===== src/rtl/core/cci_pkg.sv =====
package cci_pkg;

  // Geometry of the segment and of one block.
  localparam int BLOCK_BYTES   = 4096;
  localparam int SEGMENT_BYTES = 262144;
  localparam int MAX_ENTRIES   = 64;
  localparam int SEG_BLOCKS    = SEGMENT_BYTES / BLOCK_BYTES;
  localparam int QUEUE_DEPTH   = 2;

  // Field and state widths.
  localparam int BLK_W    = $clog2(BLOCK_BYTES);
  localparam int POS_W    = 19;
  localparam int SUM_W    = POS_W + 1;
  localparam int END_W    = SUM_W - BLK_W;
  localparam int MARGIN_W = 12;
  localparam int PROD_W   = 13;
  localparam int OBC_W    = 7;
  localparam int IDX_W    = 6;
  localparam int CNT_W    = 7;
  localparam int TYPE_W   = 2;
  localparam int ERR_W    = 2;

  // Cluster type codes.
  localparam logic [TYPE_W-1:0] CT_PLAIN   = 2'd0;
  localparam logic [TYPE_W-1:0] CT_HEAD    = 2'd1;
  localparam logic [TYPE_W-1:0] CT_NONHEAD = 2'd2;

  // Error codes.
  localparam logic [ERR_W-1:0] ERR_NONE  = 2'd0;
  localparam logic [ERR_W-1:0] ERR_COMP  = 2'd1;
  localparam logic [ERR_W-1:0] ERR_RANGE = 2'd2;

  // One classified span, handed from the front to the back.
  typedef struct packed {
    logic [ERR_W-1:0] err;
    logic             plain;
    logic [BLK_W-1:0] offset;
    logic [IDX_W-1:0] start;
    logic [CNT_W-1:0] count;
    logic [CNT_W-1:0] cross_cnt;
    logic [IDX_W-1:0] obc;
    logic [POS_W-1:0] span;
  } span_desc_t;

endpackage


===== src/rtl/core/cci_front.sv =====
module cci_front
  import cci_pkg::*;
(
  input  logic                clk,
  input  logic                rst_n,
  input  logic                in_valid,
  output logic                in_ready,
  input  logic                in_segment_start,
  input  logic [POS_W-1:0]    in_remaining_bytes,
  input  logic [POS_W-1:0]    in_consumed_bytes,
  input  logic [PROD_W-1:0]   in_produced_bytes,
  input  logic [MARGIN_W-1:0] ratio_margin,
  output logic                push_valid,
  input  logic                push_ready,
  output span_desc_t          push_desc
);

  logic                hold_v_r;
  logic                seg_r;
  logic [POS_W-1:0]    rem_r;
  logic [POS_W-1:0]    cons_r;
  logic [PROD_W-1:0]   prod_r;
  logic [POS_W-1:0]    pos_r;
  logic [OBC_W-1:0]    obc_r;

  logic                fire;
  logic [POS_W-1:0]    pos;
  logic [OBC_W-1:0]    obc;
  logic                big;
  logic                comp_fail;
  logic                ratio_low;
  logic                plain;
  logic [BLK_W:0]      plain_len;
  logic [SUM_W-1:0]    sum_raw;
  logic [SUM_W-1:0]    end_sum;
  logic [SUM_W-1:0]    span_full;
  logic [END_W-1:0]    end_blk;
  logic [END_W-1:0]    start_blk;
  logic [END_W-1:0]    count_full;
  logic [END_W-1:0]    cross_full;
  logic                err_range;
  logic [ERR_W-1:0]    err;

  assign fire     = hold_v_r && push_ready;
  assign in_ready = !hold_v_r || push_ready;

  always_comb begin
    pos       = seg_r ? '0 : pos_r;
    obc       = seg_r ? '0 : obc_r;
    big       = rem_r > POS_W'(BLOCK_BYTES);
    comp_fail = big && (prod_r == '0);
    ratio_low = SUM_W'(cons_r) < (SUM_W'(prod_r) + SUM_W'(ratio_margin));
    plain     = !big || ratio_low;
    plain_len = (BLK_W+1)'(BLOCK_BYTES) - {1'b0, pos[BLK_W-1:0]};

    if (!big) begin
      sum_raw = SUM_W'(pos) + SUM_W'(rem_r);
    end else if (ratio_low) begin
      sum_raw = SUM_W'(pos) + SUM_W'(plain_len);
    end else begin
      sum_raw = SUM_W'(pos) + SUM_W'(cons_r);
    end

    // A compressed span whose tail past the last boundary is within the
    // margin is cut back to that boundary.
    if (!plain && (SUM_W'(sum_raw[BLK_W-1:0]) <= SUM_W'(ratio_margin))) begin
      end_sum = {sum_raw[SUM_W-1:BLK_W], {BLK_W{1'b0}}};
    end else begin
      end_sum = sum_raw;
    end

    span_full  = end_sum - SUM_W'(pos);
    end_blk    = end_sum[SUM_W-1:BLK_W];
    start_blk  = END_W'(pos[POS_W-1:BLK_W]);
    count_full = end_blk - start_blk;
    cross_full = count_full + END_W'(end_sum[BLK_W-1:0] != '0);
    err_range  = (end_blk <= start_blk) || (count_full > END_W'(MAX_ENTRIES)) ||
                 (end_blk > END_W'(SEG_BLOCKS));

    if (comp_fail) begin
      err = ERR_COMP;
    end else if (err_range) begin
      err = ERR_RANGE;
    end else begin
      err = ERR_NONE;
    end

    push_desc.err       = err;
    push_desc.plain     = plain;
    push_desc.offset    = pos[BLK_W-1:0];
    push_desc.start     = pos[BLK_W+IDX_W-1:BLK_W];
    push_desc.count     = count_full[CNT_W-1:0];
    push_desc.cross_cnt = cross_full[CNT_W-1:0];
    push_desc.obc       = obc[IDX_W-1:0];
    push_desc.span      = span_full[POS_W-1:0];
  end

  assign push_valid = hold_v_r;

  always_ff @(posedge clk) begin
    if (!rst_n) begin
      hold_v_r <= 1'b0;
      pos_r    <= '0;
      obc_r    <= '0;
    end else begin
      if (in_valid && in_ready) begin
        hold_v_r <= 1'b1;
      end else if (fire) begin
        hold_v_r <= 1'b0;
      end
      // A failed span keeps the position, but a segment start still clears it.
      if (fire) begin
        if (err == ERR_NONE) begin
          pos_r <= end_sum[POS_W-1:0];
          obc_r <= obc + OBC_W'(1);
        end else begin
          pos_r <= pos;
          obc_r <= obc;
        end
      end
    end
  end

  always_ff @(posedge clk) begin
    if (in_valid && in_ready) begin
      seg_r  <= in_segment_start;
      rem_r  <= in_remaining_bytes;
      cons_r <= in_consumed_bytes;
      prod_r <= in_produced_bytes;
    end
  end

endmodule


===== src/rtl/core/cci_queue.sv =====
module cci_queue
  import cci_pkg::*;
(
  input  logic       clk,
  input  logic       rst_n,
  input  logic       wr_valid,
  output logic       wr_ready,
  input  span_desc_t wr_desc,
  output logic       rd_valid,
  input  logic       rd_ready,
  output span_desc_t rd_desc
);

  localparam int PTR_W = $clog2(QUEUE_DEPTH);

  span_desc_t         mem_r [QUEUE_DEPTH];
  logic [PTR_W-1:0]   wr_ptr_r;
  logic [PTR_W-1:0]   rd_ptr_r;
  logic [PTR_W:0]     fill_r;
  logic               do_wr;
  logic               do_rd;

  assign wr_ready = fill_r != (PTR_W+1)'(QUEUE_DEPTH);
  assign rd_valid = fill_r != '0;
  assign rd_desc  = mem_r[rd_ptr_r];
  assign do_wr    = wr_valid && wr_ready;
  assign do_rd    = rd_valid && rd_ready;

  always_ff @(posedge clk) begin
    if (!rst_n) begin
      wr_ptr_r <= '0;
      rd_ptr_r <= '0;
      fill_r   <= '0;
    end else begin
      if (do_wr) begin
        wr_ptr_r <= (wr_ptr_r == PTR_W'(QUEUE_DEPTH - 1)) ? '0 : wr_ptr_r + PTR_W'(1);
      end
      if (do_rd) begin
        rd_ptr_r <= (rd_ptr_r == PTR_W'(QUEUE_DEPTH - 1)) ? '0 : rd_ptr_r + PTR_W'(1);
      end
      if (do_wr && !do_rd) begin
        fill_r <= fill_r + (PTR_W+1)'(1);
      end else if (do_rd && !do_wr) begin
        fill_r <= fill_r - (PTR_W+1)'(1);
      end
    end
  end

  always_ff @(posedge clk) begin
    if (do_wr) begin
      mem_r[wr_ptr_r] <= wr_desc;
    end
  end

endmodule


===== src/rtl/core/cci_back.sv =====
module cci_back
  import cci_pkg::*;
(
  input  logic              clk,
  input  logic              rst_n,
  input  logic              pop_valid,
  output logic              pop_ready,
  input  span_desc_t        pop_desc,
  output logic              out_valid,
  input  logic              out_ready,
  output logic [TYPE_W-1:0] out_cluster_type,
  output logic [BLK_W-1:0]  out_cluster_offset,
  output logic [IDX_W-1:0]  out_delta_back,
  output logic [CNT_W-1:0]  out_delta_forward,
  output logic [IDX_W-1:0]  out_block_index,
  output logic [IDX_W-1:0]  out_entry_index,
  output logic [POS_W-1:0]  out_span_bytes,
  output logic              out_last,
  output logic [ERR_W-1:0]  out_error
);

  logic              busy_r;
  span_desc_t        d_r;
  logic [IDX_W-1:0]  back_r;
  logic              out_valid_r;
  logic [TYPE_W-1:0] type_r;
  logic [BLK_W-1:0]  ofs_r;
  logic [IDX_W-1:0]  dback_r;
  logic [CNT_W-1:0]  dfwd_r;
  logic [IDX_W-1:0]  blk_r;
  logic [IDX_W-1:0]  ent_r;
  logic [POS_W-1:0]  span_r;
  logic              last_r;
  logic [ERR_W-1:0]  err_r;

  logic              slot_free;
  logic              emit;
  logic              is_err;
  logic              is_last;
  logic [TYPE_W-1:0] ctype;

  assign slot_free = !out_valid_r || out_ready;
  assign emit      = busy_r && slot_free;
  assign pop_ready = !busy_r;
  assign is_err    = d_r.err != ERR_NONE;
  assign is_last   = is_err || ((CNT_W'(back_r) + CNT_W'(1)) == d_r.count);

  always_comb begin
    if (d_r.plain) begin
      ctype = CT_PLAIN;
    end else if (back_r == '0) begin
      ctype = CT_HEAD;
    end else begin
      ctype = CT_NONHEAD;
    end
  end

  always_ff @(posedge clk) begin
    if (!rst_n) begin
      busy_r      <= 1'b0;
      out_valid_r <= 1'b0;
    end else begin
      if (!busy_r && pop_valid) begin
        busy_r <= 1'b1;
      end else if (emit && is_last) begin
        busy_r <= 1'b0;
      end
      if (emit) begin
        out_valid_r <= 1'b1;
      end else if (out_ready) begin
        out_valid_r <= 1'b0;
      end
    end
  end

  always_ff @(posedge clk) begin
    if (!busy_r && pop_valid) begin
      d_r    <= pop_desc;
      back_r <= '0;
    end else if (emit) begin
      back_r <= back_r + IDX_W'(1);
    end
    if (emit) begin
      last_r <= is_last;
      err_r  <= d_r.err;
      if (is_err) begin
        type_r  <= '0;
        ofs_r   <= '0;
        dback_r <= '0;
        dfwd_r  <= '0;
        blk_r   <= '0;
        ent_r   <= '0;
        span_r  <= '0;
      end else begin
        type_r  <= ctype;
        ofs_r   <= d_r.offset;
        dback_r <= back_r;
        dfwd_r  <= d_r.cross_cnt - CNT_W'(back_r) - CNT_W'(1);
        blk_r   <= d_r.obc;
        ent_r   <= d_r.start + back_r;
        span_r  <= d_r.span;
      end
    end
  end

  assign out_valid          = out_valid_r;
  assign out_cluster_type   = type_r;
  assign out_cluster_offset = ofs_r;
  assign out_delta_back     = dback_r;
  assign out_delta_forward  = dfwd_r;
  assign out_block_index    = blk_r;
  assign out_entry_index    = ent_r;
  assign out_span_bytes     = span_r;
  assign out_last           = last_r;
  assign out_error          = err_r;

endmodule


===== src/rtl/core/compressed_cluster_indexer.sv =====
// Channel | Direction | Ports                                   | Word
// in_     | input     | in_valid / in_ready + four span fields  | one compressor span result
// out_    | output    | out_valid / out_ready + nine fields     | one cluster index entry
// cfg_    | input     | cfg_valid / cfg_ready, cfg_ratio_margin | the ratio margin register
//
// The front takes one span word and classifies it in the following cycle; it can
// take a word every cycle while the two-entry queue has room.
// The back loads a span and then sends one entry word per cycle while the output
// register is free, and takes no new span until its last word; an error span gives one word.
// Reset (synchronous, rst_n low) clears the margin, the segment position, the
// output block count, the queue and all valid flags.
// Either side may stall: the queue and the output register let the front and
// the back wait independently, and a held output word does not block the front while the queue has room.
module compressed_cluster_indexer
  import cci_pkg::*;
(
  input  logic                clk,
  input  logic                rst_n,
  input  logic                in_valid,
  output logic                in_ready,
  input  logic                in_segment_start,
  input  logic [POS_W-1:0]    in_remaining_bytes,
  input  logic [POS_W-1:0]    in_consumed_bytes,
  input  logic [PROD_W-1:0]   in_produced_bytes,
  output logic                out_valid,
  input  logic                out_ready,
  output logic [TYPE_W-1:0]   out_cluster_type,
  output logic [BLK_W-1:0]    out_cluster_offset,
  output logic [IDX_W-1:0]    out_delta_back,
  output logic [CNT_W-1:0]    out_delta_forward,
  output logic [IDX_W-1:0]    out_block_index,
  output logic [IDX_W-1:0]    out_entry_index,
  output logic [POS_W-1:0]    out_span_bytes,
  output logic                out_last,
  output logic [ERR_W-1:0]    out_error,
  input  logic                cfg_valid,
  output logic                cfg_ready,
  input  logic [MARGIN_W-1:0] cfg_ratio_margin
);

  // The margin register is always ready to be written; the user must write it only
  // while the block is idle, and the block itself does not enforce this.
  logic [MARGIN_W-1:0] margin_r;

  logic       push_valid;
  logic       push_ready;
  span_desc_t push_desc;
  logic       pop_valid;
  logic       pop_ready;
  span_desc_t pop_desc;

  assign cfg_ready = 1'b1;

  always_ff @(posedge clk) begin
    if (!rst_n) begin
      margin_r <= '0;
    end else if (cfg_valid && cfg_ready) begin
      margin_r <= cfg_ratio_margin;
    end
  end

  // Front: holds the segment position and output block count, decides how
  // many bytes each span takes and how many block entries it produces.
  cci_front u_front (
    .clk                (clk),
    .rst_n              (rst_n),
    .in_valid           (in_valid),
    .in_ready           (in_ready),
    .in_segment_start   (in_segment_start),
    .in_remaining_bytes (in_remaining_bytes),
    .in_consumed_bytes  (in_consumed_bytes),
    .in_produced_bytes  (in_produced_bytes),
    .ratio_margin       (margin_r),
    .push_valid         (push_valid),
    .push_ready         (push_ready),
    .push_desc          (push_desc)
  );

  // Short queue of classified spans between the two halves.
  cci_queue u_queue (
    .clk      (clk),
    .rst_n    (rst_n),
    .wr_valid (push_valid),
    .wr_ready (push_ready),
    .wr_desc  (push_desc),
    .rd_valid (pop_valid),
    .rd_ready (pop_ready),
    .rd_desc  (pop_desc)
  );

  // Back: walks the blocks of one span and sends an index entry for each, or one error entry for a failed span.
  cci_back u_back (
    .clk                (clk),
    .rst_n              (rst_n),
    .pop_valid          (pop_valid),
    .pop_ready          (pop_ready),
    .pop_desc           (pop_desc),
    .out_valid          (out_valid),
    .out_ready          (out_ready),
    .out_cluster_type   (out_cluster_type),
    .out_cluster_offset (out_cluster_offset),
    .out_delta_back     (out_delta_back),
    .out_delta_forward  (out_delta_forward),
    .out_block_index    (out_block_index),
    .out_entry_index    (out_entry_index),
    .out_span_bytes     (out_span_bytes),
    .out_last           (out_last),
    .out_error          (out_error)
  );

endmodule

===== config.mk =====
export PLATFORM = sky130hd
export DESIGN_NAME = compressed_cluster_indexer
export DESIGN_NICKNAME = d
export VERILOG_FILES = /design/src/rtl/core/cci_pkg.sv /design/src/rtl/core/cci_front.sv /design/src/rtl/core/cci_queue.sv /design/src/rtl/core/cci_back.sv /design/src/rtl/core/compressed_cluster_indexer.sv
export SDC_FILE = /design/constraint.sdc
export NUM_CORES = 1
export LEC_CHECK = 0
export BUFFER_PORTS_ARGS = -buffer_cell sky130_fd_sc_hd__buf_2
export CAP_MARGIN = 10
export CORE_ASPECT_RATIO = 1.5
export CORE_MARGIN = 8
export CORE_UTILIZATION = 57
export CTS_BUF_LIST = sky130_fd_sc_hd__clkbuf_4 sky130_fd_sc_hd__clkbuf_8
export CTS_CLUSTER_DIAMETER = 30
export DETAILED_ROUTE_END_ITERATION = 12
export GPL_TIMING_DRIVEN = 0
export HOLD_SLACK_MARGIN = 0.12
export PLACE_DENSITY = 0.82
export SYNTH_ARGS = -nofsm -noshare
export SYNTH_HDL_FRONTEND = slang
export SYNTH_SLANG_ARGS = --single-unit

===== constraint.sdc =====
create_clock -name clk -period 17.8 [get_ports clk]
set_input_delay 0.89 -clock clk [delete_from_list [all_inputs] [get_ports clk]]
set_output_delay 0.89 -clock clk [all_outputs]
set_load 0.02 [all_outputs]

# Word level (Yosys, flattened, before mapping)
# Memory sizes are Yosys's and may differ from the RTL's. A register that Yosys moved wholly into a read port is not among the register bits.
# Index checks and enable logic that the tools add are counted.
[totals]
regBits = 164
ramBits = 120
in_bits = 69
output_inout_bits = 64
elab_cells = 105
n_memories = 1
[op_classes]
add_sub_neg = 18
n_lt_le_gt_ge = 6
n_eq_ne = 2
mux = 22
n_reduce_logical = 33
[mem_list]
columns = ["name", "words", "width", "rd", "rd_clocked_by_memory_dff", "wr", "line", "text"]
rows = [
  ["u_queue.mem_r", 2, 60, 1, 1, 1, "cci_queue.sv:16", "span_desc_t mem_r [QUEUE_DEPTH];"],
]
[op_table]
columns = ["operator", "n"]
rows = [
  ["adder 19 x 19 -> 20 bit", 2],
  ["two-way mux 20 bit", 2],
  ["two-way mux 19 bit", 2],
  ["adder 19 x 13 -> 20 bit", 1],
  ["less-than comparator 19 x 20 -> 1 bit", 1],
  ["greater-than comparator 19 x 13 -> 1 bit, second input constant", 1],
  ["subtractor 19 bit", 1],
  ["greater-than comparator 8 x 7 -> 1 bit, second input constant", 2],
  ["adder 13 x 12 -> 14 bit", 1],
  ["two-way mux 7 bit", 2],
  ["zero test 13 bit", 1],
  ["subtractor 13 x 12 -> 13 bit, first input constant", 1],
  ["less-or-equal comparator 12 bit", 1],
  ["two-way mux 12 bit", 1],
  ["nonzero test 12 bit", 1],
  ["nonzero test 2 bit", 6],
  ["two-way mux 1 bit", 10],
  ["two-way mux 2 bit", 5],
  ["logical AND 1 bit", 9],
  ["less-or-equal comparator 8 x 7 -> 1 bit", 1],
  ["subtractor 8 x 7 -> 8 bit", 1],
  ["adder 6 x 1 -> 7 bit, second input constant", 1],
  ["adder 7 x 1 -> 7 bit", 1],
  ["adder 7 x 1 -> 7 bit, second input constant", 1],
  ["other kinds (14)", 26],
]

# Longest topological paths before layout
# Gate-level depths: netlist of the first run.
[depth]
word_depth = 13
ltp_mapped = 46
depth_no_buf = 45

# By module
# A second synthesis of the first run with hierarchy kept.
[unflattened]
hier_cells = 1362
area_unflattened_um2 = 16901.2
[by_module_without_submodules]
columns = ["module", "n_inst", "cells_each", "area_each_um2", "seq_area_each_um2"]
rows = [
  ["cci_front", 1, 802, 6877.8, 2082.0],
  ["cci_back", 1, 309, 5004.8, 3793.6],
  ["cci_queue", 1, 211, 4556.9, 3703.6],
  ["compressed_cluster_indexer", 1, 40, 461.7, 240.2],
]

# Worst setup path after synthesis of the first run
# Ideal clock, no wire load.
[synth_path]
path_kind = "register -> register"
startpoint = "reg u_front.prod_r[1]"
endpoint = "mem u_queue.mem_r[0][16] (netlist name), data pin"
setup_time_ps = 264
t_arrival_ps = 9406
t_required_ps = 17536
slack_ps = 8130
path_stages_with_launch = 45
n_path_buf = 2
period_less_slack_ps = 9670
cell_sequence = "edfxtp_1 > ha_1 > a21o_1 > a21oi_1 > o21bai_1 > a21oi_1 > nor2b_1 > o21a_1 > o31a_1 > o21a_1 > or2_2 > ha_1 > a21oi_1 > nor2b_1 > nor4_1 > nor3_1 > nand2_1 > nand3_1 > (+9 left out) > inv_1 > ha_1 > nand4_1 > or2_2 > o21a_1 > a311oi_1 > clkbuf_1 > nor2_1 > fa_1 > a21o_1 > a21oi_1 > o21bai_1 > a2111oi_0 > o31ai_1 > o21ai_0 > o21bai_1 > a21oi_1 > xnor2_1"
[synth_lines]
columns = ["element", "line", "text"]
rows = [
  ["start, declared", "cci_front.sv:22", "logic [PROD_W-1:0] prod_r;"],
  ["start signal, assigned", "cci_front.sv:129", "prod_r <= in_produced_bytes;"],
  ["end, declared", "cci_queue.sv:16", ""],
]

==> results.py, run 1 <==
metrics = {
    "logic_synthesis": {
        "synth_fp_nets": 1513,
        "ys_ff_latch": 343,
        "synth_top_area_share_pct": 52.5,
        "synthCells": 1344,
        "synth_commonest_cells": "edfxtp_1, ha_1, inv_1",
        "yosysMostFrequentCell": "edfxtp_1",
        "synthFlopType": "edfxtp_1",
        "yosysWarnings": 0,
        "netlist.top_cell.by_area": "edfxtp_1",
        "syn_area_um2": 16800,
        "avgSynthCellArea_um2": 12.5,
        "netlist_top_cells_area": "edfxtp_1, ha_1, dfxtp_1, mux2_2, xnor2_1",
        "synth_edf_count": 293,
        "async_reset_ff_share_pct": 0,
        "yosysSeqAreaShare_pct": 58.4,
        "synthDistinctLibCells": 69,
    },
    "timing": {
        "max_freq_ghz": 0.0840,
        "hold_viol_final": 0,
        "final.setup.worst_slack_ns": 5.90,
        "period_needed_ns": 11.90,
        "finalCritPeriodShare_pct": 66.8,
        "fin_skew_ns": 0.0281,
        "worstMarginPinSlew_ns": 0.872,
        "final_max_slew_viol_count": 0,
        "setup-violations-final": 0,
        "rsz0062_at_grt": "false",
        "fin_setup_tns_ns": 0,
        "relSlewSlack_pct": 41.7,
    },
    "drt": {
        "drtPass1Iterations": 5,
        "vias": 11000,
        "wl_per_cell_um": 17.8,
        "routed_wl_um": 35200,
        "post-route-drc-count": 0,
        "ant_nets": 0,
        "vias_per_cell": 5.55,
        "drt_iter0_markers": 487,
    },
    "floorplanning": {
        "io_pins": 133,
        "die_w_um": 156,
        "fp-row-count": 77,
        "core_area_um2": 29200,
        "die_h_um": 226,
        "initial_core_util_pct": 57.4,
        "dieArea_um2": 35300,
    },
    "worst_setup_path": {
        "slowest_stage": "a2111oi_0",
        "crit_type": "flip-flop to flip-flop",
        "worst-path-max-fanout": 10,
        "crit_path_frequent_cell": "a21oi_1",
        "critPathLaunchType": "flip-flop",
        "slowest_delay_ns": 0.75,
        "arrival_ns": 12.20,
        "worst_ep_required_time_ns": 18.10,
        "end_kind": "flip-flop",
    },
    "placed_design": {
        "dp_hpwl_um": 27000,
        "portBuffers": 131,
        "place_congestion": 0.920,
        "place_ws_ns": 6.02,
    },
    "clock_tree": {
        "cts.sinks": 343,
        "cts_root_buffer": "clkbuf_8",
        "numCtsBuffers": 51,
        "ctsHoldBuffers": 0,
        "post-cts-setup-buffers": 0,
        "clockBufferDepth": 3,
        "post_cts_resized": 0,
        "clock_latency_ns": 0.59,
        "htree_levels": 2,
        "clkSlewWorstSetupHoldPaths_ns": 0.07,
        "cts_tree": "done",
    },
    "pwr": {
        "leakage_uw": 0.00747,
        "powerDensity_nw_per_um2": 133,
        "irDropWorstVdd_uv": 61.7,
    },
    "global_routing": {
        "grt_pass1_wl_um": 55900,
        "grtUsageTotal_pct": 19.9,
        "grt_pass1_vias": 11200,
        "grt_overflow": 0,
        "grt_start_max_net_pins": 50,
        "antenna_found_initial": 1,
    },
    "flow_run": {
        "cap_violations": 0,
    },
    "hold_path": {
        "hold_class": "flip-flop to flip-flop",
    },
    "finish": {
        "regArea_um2": 9800,
        "fillers": 2118,
        "drive_gt1_share_pct": 20.3,
        "multi_input_area_um2": 6470,
        "area_delta_synth_final_pct": 14.4,
        "final_nets": 1703,
    },
    "outcome": {
        "outcome": "complete, no violations",
    },
}
-- flip-flops by register name (all words and copies together), names as in the netlist, 12 cells and up --
register                   cells
u_back.out_span_bytes         19
u_front.pos_r                 19
u_front.cons_r                19
u_front.rem_r                 19
u_back.d_r                    60
u_back.out_cluster_offset     12
u_queue.mem_r                120
u_front.prod_r                13
margin_r                      12
-- report_power, final --
part / internal [uW] / total (uW) / switching (uW) / leakage, uW
Sequential: 1100 / 1150 / 50.2 / 0.00317
Clock: 386 / 685 / 298 / 0.000591
Combinational: 281 / 719 / 438 / 0.00371
-- metrics by stage --
| stage | std cells | area, um^2 | utilization [%] | hold WS [ns] | total power, uW |
|---|---|---|---|---|---|
| after floorplan | 1344 | 16800 | - | 0.425 | 1680 |
| after global placement | 1870 | 17900 | 61.4 | 0.432 | 1860 |
| after detailed placement | 1876 | 18100 | 61.8 | 0.445 | 1890 |
| after CTS | 1972 | 19200 | 65.7 | 0.430 | 2580 |
| after global routing | 1972 | 19200 | 65.7 | 0.437 | 2680 |
| final | 1973 | 19200 | 65.7 | 0.459 | 2560 |
-- worst max-delay path, delay by kind of cell (launching register included) --
kind            cells  cell delay, ns
simple gates        7            1.31
flops               1            0.40
compound gates     24            6.08
buf+inv             3            0.87
mux                 1            0.20
xor+xnor            3            0.75
fa+ha+maj           6            1.98
-- logic make-up after synthesis --
group | after synthesis | synth area share [%]
adder cells (fa/ha/maj) | 100 | 7.73
other | 1 | 0.0224
multiplexers | 92 | 6.01
buffers and inverters | 130 | 3.04
flip-flops | 343 | 58.4
XOR/XNOR | 84 | 4.39
AND/OR/NAND/NOR | 375 | 11.5
AO/OA/AOI/OAI | 219 | 8.87
-- final cells by class --
cell class	count	area share [%]
clock inverters	27	1.27
repair buffers	137	4.04
diodes	1	0.0130
clock buffers	69	4.62
multi-input cells	871	33.7
well taps	395	2.58
flip-flops and latches	343	51.1
plain buffers	49	1.08
inverters	81	1.58
-- layout by cell type, fill, tap and decap left out, types with 9 or more instances in the layout --
cell and n:
ha_1 94, and2_1 52, nor4_1 15, nor3_1 22
a21o_1 30, dfxtp_1 50, mux2_2 69, clkbuf_4 10
nand4_1 9, xor2_1 24, o211ai_1 10, clkbuf_8 59
buf_2 134, nor2b_1 39, clkbuf_1 37, o21ai_0 32
clkinv_1 9, nand2_1 70, inv_1 78, o311ai_1 16
o21a_1 14, mux2i_1 23, nand3_1 51, edfxtp_1 293
xnor2_1 60, nor2_1 72, a21oi_1 53, nand2b_1 9
o21bai_1 9
-- worst paths after layout --
kind | startpoint | end | slack, ns | depth (start not counted)
setup / recovery | u_front.prod_r[0] | u_queue.mem_r[0][18] | 5.90 | 44
setup reg to reg | u_front.prod_r[0] | u_queue.mem_r[0][18] | 5.90 | 44
hold / removal | u_front.pos_r[0] | u_front.pos_r[0] | 0.46 | 2
hold reg to reg | u_front.pos_r[0] | u_front.pos_r[0] | 0.46 | 2
-- metal layers --
layer  wire [um]  GRT usage, %
met1       13300          20.9
met2       18300          36.7
met3        1730          3.52
met4        1830          11.4
met5           0             0
Power figures use the tool's default switching activity.
==> run 2, diff against run 1 <==
clock period = 11.9 ns   (was 17.8 ns; I/O delays follow)
==> run 2 against run 1 <==
Compared with the run above: cell count stayed put; fmax is 7.5% higher; setup slack worse by 5.1 ns; utilization is 0.051 points higher; largest cell class unchanged.
==> results.py, run 2 (same netlist as run 1, synthesis figures left out) <==
metrics = {
    "clock_tree": {
        "ctsHoldBuffers": 0,
        "post-cts-setup-buffers": 0,
        "cts_root_buffer": "clkbuf_8",
        "cts.sinks": 343,
        "clkSlewWorstSetupHoldPaths_ns": 0.07,
        "cts_tree": "done",
        "clockBufferDepth": 3,
        "numCtsBuffers": 51,
        "clock_latency_ns": 0.59,
        "post_cts_resized": 0,
        "htree_levels": 2,
    },
    "worst_setup_path": {
        "critPathLaunchType": "flip-flop",
        "cp-endpoint": "u_queue.mem_r[1][16]",
        "worst_ep_required_time_ns": 12.22,
        "rr_endpoint": "u_queue.mem_r[1][16]",
        "slowest_delay_ns": 0.50,
        "crit_start": "u_front.prod_r[0]",
        "crit_type": "flip-flop to flip-flop",
        "arrival_ns": 11.38,
        "rrSetupSlack_ns": 0.83,
        "r2r-start": "u_front.prod_r[0]",
        "crit_path_frequent_cell": "a21oi_1",
        "r2r_cells": 45,
        "end_kind": "flip-flop",
        "slowest_stage": "a2111oi_2",
        "worst-path-max-fanout": 10,
    },
    "timing": {
        "final_max_slew_viol_count": 0,
        "fin_setup_tns_ns": 0,
        "fin_skew_ns": 0.0249,
        "hold_ws_ns": 0.180,
        "setup-violations-final": 0,
        "finalCritPeriodShare_pct": 93.0,
        "rsz0062_at_grt": "false",
        "worstMarginPinSlew_ns": 0.870,
        "period_needed_ns": 11.07,
        "hold_viol_final": 0,
        "relSlewSlack_pct": 41.8,
        "max_freq_ghz": 0.0904,
    },
    "drt": {
        "vias": 11000,
        "routed_wl_um": 35200,
        "drtPass1Iterations": 5,
        "drt_iter0_markers": 480,
        "wl_per_cell_um": 17.9,
        "vias_per_cell": 5.55,
        "post-route-drc-count": 0,
        "ant_nets": 0,
    },
    "hold_path": {
        "hold_start": "in_produced_bytes[11]",
        "hold_class": "input port to flip-flop",
    },
    "floorplanning": {
        "initial_core_util_pct": 57.4,
        "fp-row-count": 77,
        "die_w_um": 156,
        "core_area_um2": 29200,
        "dieArea_um2": 35300,
        "io_pins": 133,
        "die_h_um": 226,
    },
    "global_routing": {
        "antenna_found_initial": 1,
        "grt_start_max_net_pins": 50,
        "grt_pass1_vias": 11200,
        "grtUsageTotal_pct": 19.9,
        "grt_pass1_wl_um": 55900,
        "grt_overflow": 0,
    },
    "pwr": {
        "powerDensity_nw_per_um2": 199,
        "leakage_uw": 0.00748,
        "irDropWorstVdd_uv": 93.4,
        "design_power_total_uw": 3830,
    },
    "outcome": {
        "outcome": "complete, no violations",
    },
    "finish": {
        "instances_no_fill": 1973,
        "layout_common_cells": "edfxtp_1, buf_2, ha_1",
        "final_nets": 1703,
        "drive_gt1_share_pct": 20.5,
        "reg.largest.list": "u_queue.mem_r (120), u_back.d_r (60)",
        "top_register": "u_queue.mem_r",
        "area_delta_synth_final_pct": 14.5,
        "largest_register_ffs": 120,
        "mostFrequentLayoutCell": "edfxtp_1",
    },
    "placed_design": {
        "dpl.cell_count": 1876,
        "place_congestion": 0.920,
        "portBuffers": 131,
        "dp_hpwl_um": 27000,
    },
    "flow_run": {
        "cap_violations": 0,
    },
}
run 2: cell types whose count changed in the layout (fill, tap and decap cells not counted), sizes merged:
| cell | previous run | this run |
|---|---|---|
| buf | 149 | 148 |
| clkbuf | 106 | 107 |
run 2: worst max-delay path, delay by kind of cell (launching register included):
family / cells / cell delay [ns]
compound gates: 25 / 5.61
fa+ha+maj: 6 / 1.96
simple gates: 7 / 1.30
buf+inv: 3 / 0.71
xor+xnor: 3 / 0.66
flops: 1 / 0.40
mux: 1 / 0.17
run 2: report_power, final:
group | leakage [uW] | total, uW | internal [uW] | switching [uW]
Combinational | 0.00372 | 1080 | 423 | 656
Sequential | 0.00317 | 1720 | 1650 | 74.8
Clock | 0.000591 | 1020 | 578 | 447
run 2: metal layers:
metal,global-route usage (%),part of all wire [%]
met3,3.52,5.0
met1,20.9,38
met2,36.7,52
met4,11.4,5.4
met5,0,0
run 2: how the worst min path moves through the flow:
stage,end,cells past startpoint
2_1_floorplan,u_front.pos_r[0],2
3_3_place_gp,u_front.pos_r[9],2
3_5_place_dp,u_front.pos_r[8],2
4_1_cts,u_front.prod_r[1],1
5_1_grt,u_front.prod_r[1],1
6_report,u_front.prod_r[11],1
run 2: area by class of cell:
class,instances,area [um^2]
clock inverters,27,244
plain buffers,49,209
well taps,395,494
inverters,81,304
multi-input cells,871,6490
clock buffers,69,887
diodes,1,2.50
repair buffers,137,776
flip-flops and latches,343,9800
fillers,2114,9990
run 2: through the flow:
step | instance area [um^2] | utilization [%] | setup WS, ns
finish | 19200 | 65.8 | 0.834
global route | 19200 | 65.8 | 0.0157
detailed placement | 18100 | 61.8 | 0.116
floorplan | 16800 | - | 2.23
CTS | 19200 | 65.7 | 0.0653
global placement | 17900 | 61.4 | 0.264
==> run 3, diff against run 2 <==
ABC_AREA = 1   (was unset)
==> run 3 against run 2 <==
Compared with the run above: wire length rose by 14%; power rose by 15%; cell area rose by 2.3%; largest cell class unchanged.
==> results.py, run 3 <==
metrics = {
    "finish": {
        "instances_no_fill": 2422,
        "mostFrequentLayoutCell": "nand2_1",
        "area_delta_synth_final_pct": 14.6,
        "drive_gt1_share_pct": 14.5,
        "num_antenna_cells": 0,
        "largest_register_ffs": 120,
        "reg.largest.list": "u_queue.mem_r (120), u_back.d_r (60)",
        "layout_common_cells": "nand2_1, edfxtp_1, inv_1",
        "final_nets": 2150,
        "top_register": "u_queue.mem_r",
    },
    "logic_synthesis": {
        "synth_fp_nets": 1953,
        "yosysMostFrequentCell": "nand2_1",
        "yosysSeqAreaShare_pct": 57.2,
        "netlist.top_cell.by_area": "edfxtp_1",
        "syn_area_um2": 17100,
        "synth_commonest_cells": "nand2_1, edfxtp_1, inv_1",
        "synthFlopType": "edfxtp_1",
        "yosysWarnings": 0,
        "synth_compound_area_share_pct": 6.49,
        "synthAdderAreaFrac_pct": 7.56,
        "synth_top_family_by_area": "simple AND/OR/NAND/NOR gates",
        "avgSynthCellArea_um2": 9.61,
        "netlist_top_cells_area": "edfxtp_1, nand2_1, ha_1, dfxtp_1, inv_1",
        "synthDistinctLibCells": 51,
        "ys_ff_latch": 343,
        "synth_mux_area_share_pct": 0,
        "synth-simple-area-share_pct": 18.9,
        "async_reset_ff_share_pct": 0,
        "synthCells": 1784,
        "synth_top_area_share_pct": 51.3,
        "synth_edf_count": 293,
        "yosys.area_share.xor_xnor_pct": 2.86,
    },
    "placed_design": {
        "dp_hpwl_um": 29600,
        "place_congestion": 0.928,
        "dpl.cell_count": 2320,
        "portBuffers": 131,
    },
    "global_routing": {
        "antenna_found_initial": 0,
        "grt_pass1_vias": 13100,
        "grt_pass1_wl_um": 63300,
        "grt_overflow": 0,
        "grtUsageTotal_pct": 22.4,
        "grt_start_max_net_pins": 38,
    },
    "drt": {
        "ant_nets": 0,
        "routed_wl_um": 40000,
        "drtPass1Iterations": 7,
        "drt_iter0_markers": 663,
        "wl_per_cell_um": 16.5,
        "post-route-drc-count": 0,
        "vias_per_cell": 5.25,
        "vias": 12700,
    },
    "floorplanning": {
        "dieArea_um2": 36000,
        "io_pins": 133,
        "die_w_um": 158,
        "fp-row-count": 78,
        "initial_core_util_pct": 57.2,
        "die_h_um": 228,
        "core_area_um2": 30000,
    },
    "timing": {
        "final_max_slew_viol_count": 0,
        "worstMarginPinSlew_ns": 0.927,
        "max_freq_ghz": 0.0927,
        "rsz0062_at_grt": "false",
        "setup-violations-final": 0,
        "relSlewSlack_pct": 38.0,
        "fin_skew_ns": 0.0284,
        "finalCritPeriodShare_pct": 90.6,
        "fin_setup_tns_ns": 0,
        "period_needed_ns": 10.79,
        "hold_viol_final": 0,
    },
    "clock_tree": {
        "clkSlewWorstSetupHoldPaths_ns": 0.07,
        "numCtsBuffers": 49,
        "cts.sinks": 343,
        "cts_tree": "done",
        "cts_root_buffer": "clkbuf_8",
        "clock_latency_ns": 0.61,
        "clockBufferDepth": 3,
        "post_cts_resized": 0,
        "ctsHoldBuffers": 10,
        "htree_levels": 2,
        "post-cts-setup-buffers": 0,
    },
    "worst_setup_path": {
        "critPathLaunchType": "flip-flop",
        "r2r-start": "u_front.prod_r[0]",
        "arrival_ns": 11.13,
        "crit_type": "flip-flop to flip-flop",
        "rrSetupSlack_ns": 1.11,
        "worst-path-max-fanout": 10,
        "rr_endpoint": "u_queue.mem_r[0][18]",
        "crit_start": "u_front.prod_r[0]",
        "slowest_delay_ns": 0.49,
        "slowest_stage": "buf_1",
        "worst_ep_required_time_ns": 12.24,
        "r2r_cells": 50,
        "crit_path_frequent_cell": "nand2_1",
        "end_kind": "flip-flop",
        "cp-endpoint": "u_queue.mem_r[0][18]",
    },
    "hold_path": {
        "hold_class": "input port to flip-flop",
    },
    "pwr": {
        "powerDensity_nw_per_um2": 224,
        "leakage_uw": 0.00891,
        "irDropWorstVdd_uv": 164,
    },
    "outcome": {
        "outcome": "complete, no violations",
    },
    "flow_run": {
        "cap_violations": 0,
    },
}
==> run 3: changes by cell type after synthesis, sizes merged, moves of 49 or more <==
cell   before  now
a21oi      54  106
and2       53    2
inv        81  260
mux2       69    0
nand2      70  472
nor2       74  173
xnor2      60   11
==> run 3: worst min-delay path by stage <==
stage	from	to	slack, ns	cells past startpoint
finish	in_consumed_bytes[11]	u_front.cons_r[11]	0.15	1
CTS	in_remaining_bytes[10]	u_front.rem_r[10]	0.12	1
detailed placement	u_back.d_r[58]	u_back.out_error[0]	0.44	0
floorplan	u_back.d_r[59]	u_back.out_error[1]	0.43	0
global placement	u_back.d_r[58]	u_back.out_error[0]	0.44	0
global route	in_remaining_bytes[11]	u_front.rem_r[11]	0.13	1
==> run 3: final cells by class <==
| cell class | instances | area (um^2) |
|---|---|---|
| sequential | 343 | 9800 |
| buffer | 44 | 213 |
| inverter | 262 | 985 |
| timing repair buffer | 146 | 856 |
| tap | 400 | 500 |
| multi-input combinational | 1135 | 6160 |
| clock buffer | 71 | 871 |
| fill | 2303 | 10300 |
| clock inverter | 21 | 259 |
==> run 3: logic make-up after synthesis <==
family,count (synthesis)
simple gates,772
flops,343
buf+inv,306
compound gates,206
fa+ha+maj,100
xor+xnor,56
other cells,1
==> run 3: power breakdown <==
group | switching [uW] | internal, uW
sequential | 95.3 | 1750
clock | 456 | 590
combinational | 1050 | 461
total | 1600 | 2800
==> run 3: metrics by stage <==
| stage | hold slack [ns] | total power (uW) | cell area (um^2) | utilization [%] | setup WS, ns |
|---|---|---|---|---|---|
| floorplan | 0.427 | 2900 | 17100 | - | 3.96 |
| global placement | 0.437 | 3280 | 18300 | 61.1 | 1.41 |
| detailed placement | 0.437 | 3360 | 18400 | 61.5 | 1.21 |
| CTS | 0.120 | 4420 | 19600 | 65.6 | 1.22 |
| global route | 0.130 | 4660 | 19600 | 65.6 | 0.479 |
| finish | 0.154 | 4400 | 19600 | 65.6 | 1.11 |
==> run 3: critical path: cells and delay by family (launching register included) <==
kind	cells	cell delay (ns)
AND/OR/NAND/NOR	22	2.93
AO/OA/AOI/OAI	13	2.92
XOR/XNOR	3	0.54
buffers and inverters	5	1.34
flip-flops	1	0.40
adder cells (fa/ha/maj)	7	2.38
==> run 3: layer usage <==
layer / GRT usage, % / wire length [um] / vias to the layer above
li1: - / - / 6293
met1: 21.5 / 13900 / 5840
met2: 41.7 / 21300 / 442
met3: 3.97 / 2140 / 148
met4: 15.5 / 2640 / 0
met5: 0 / 0 / -
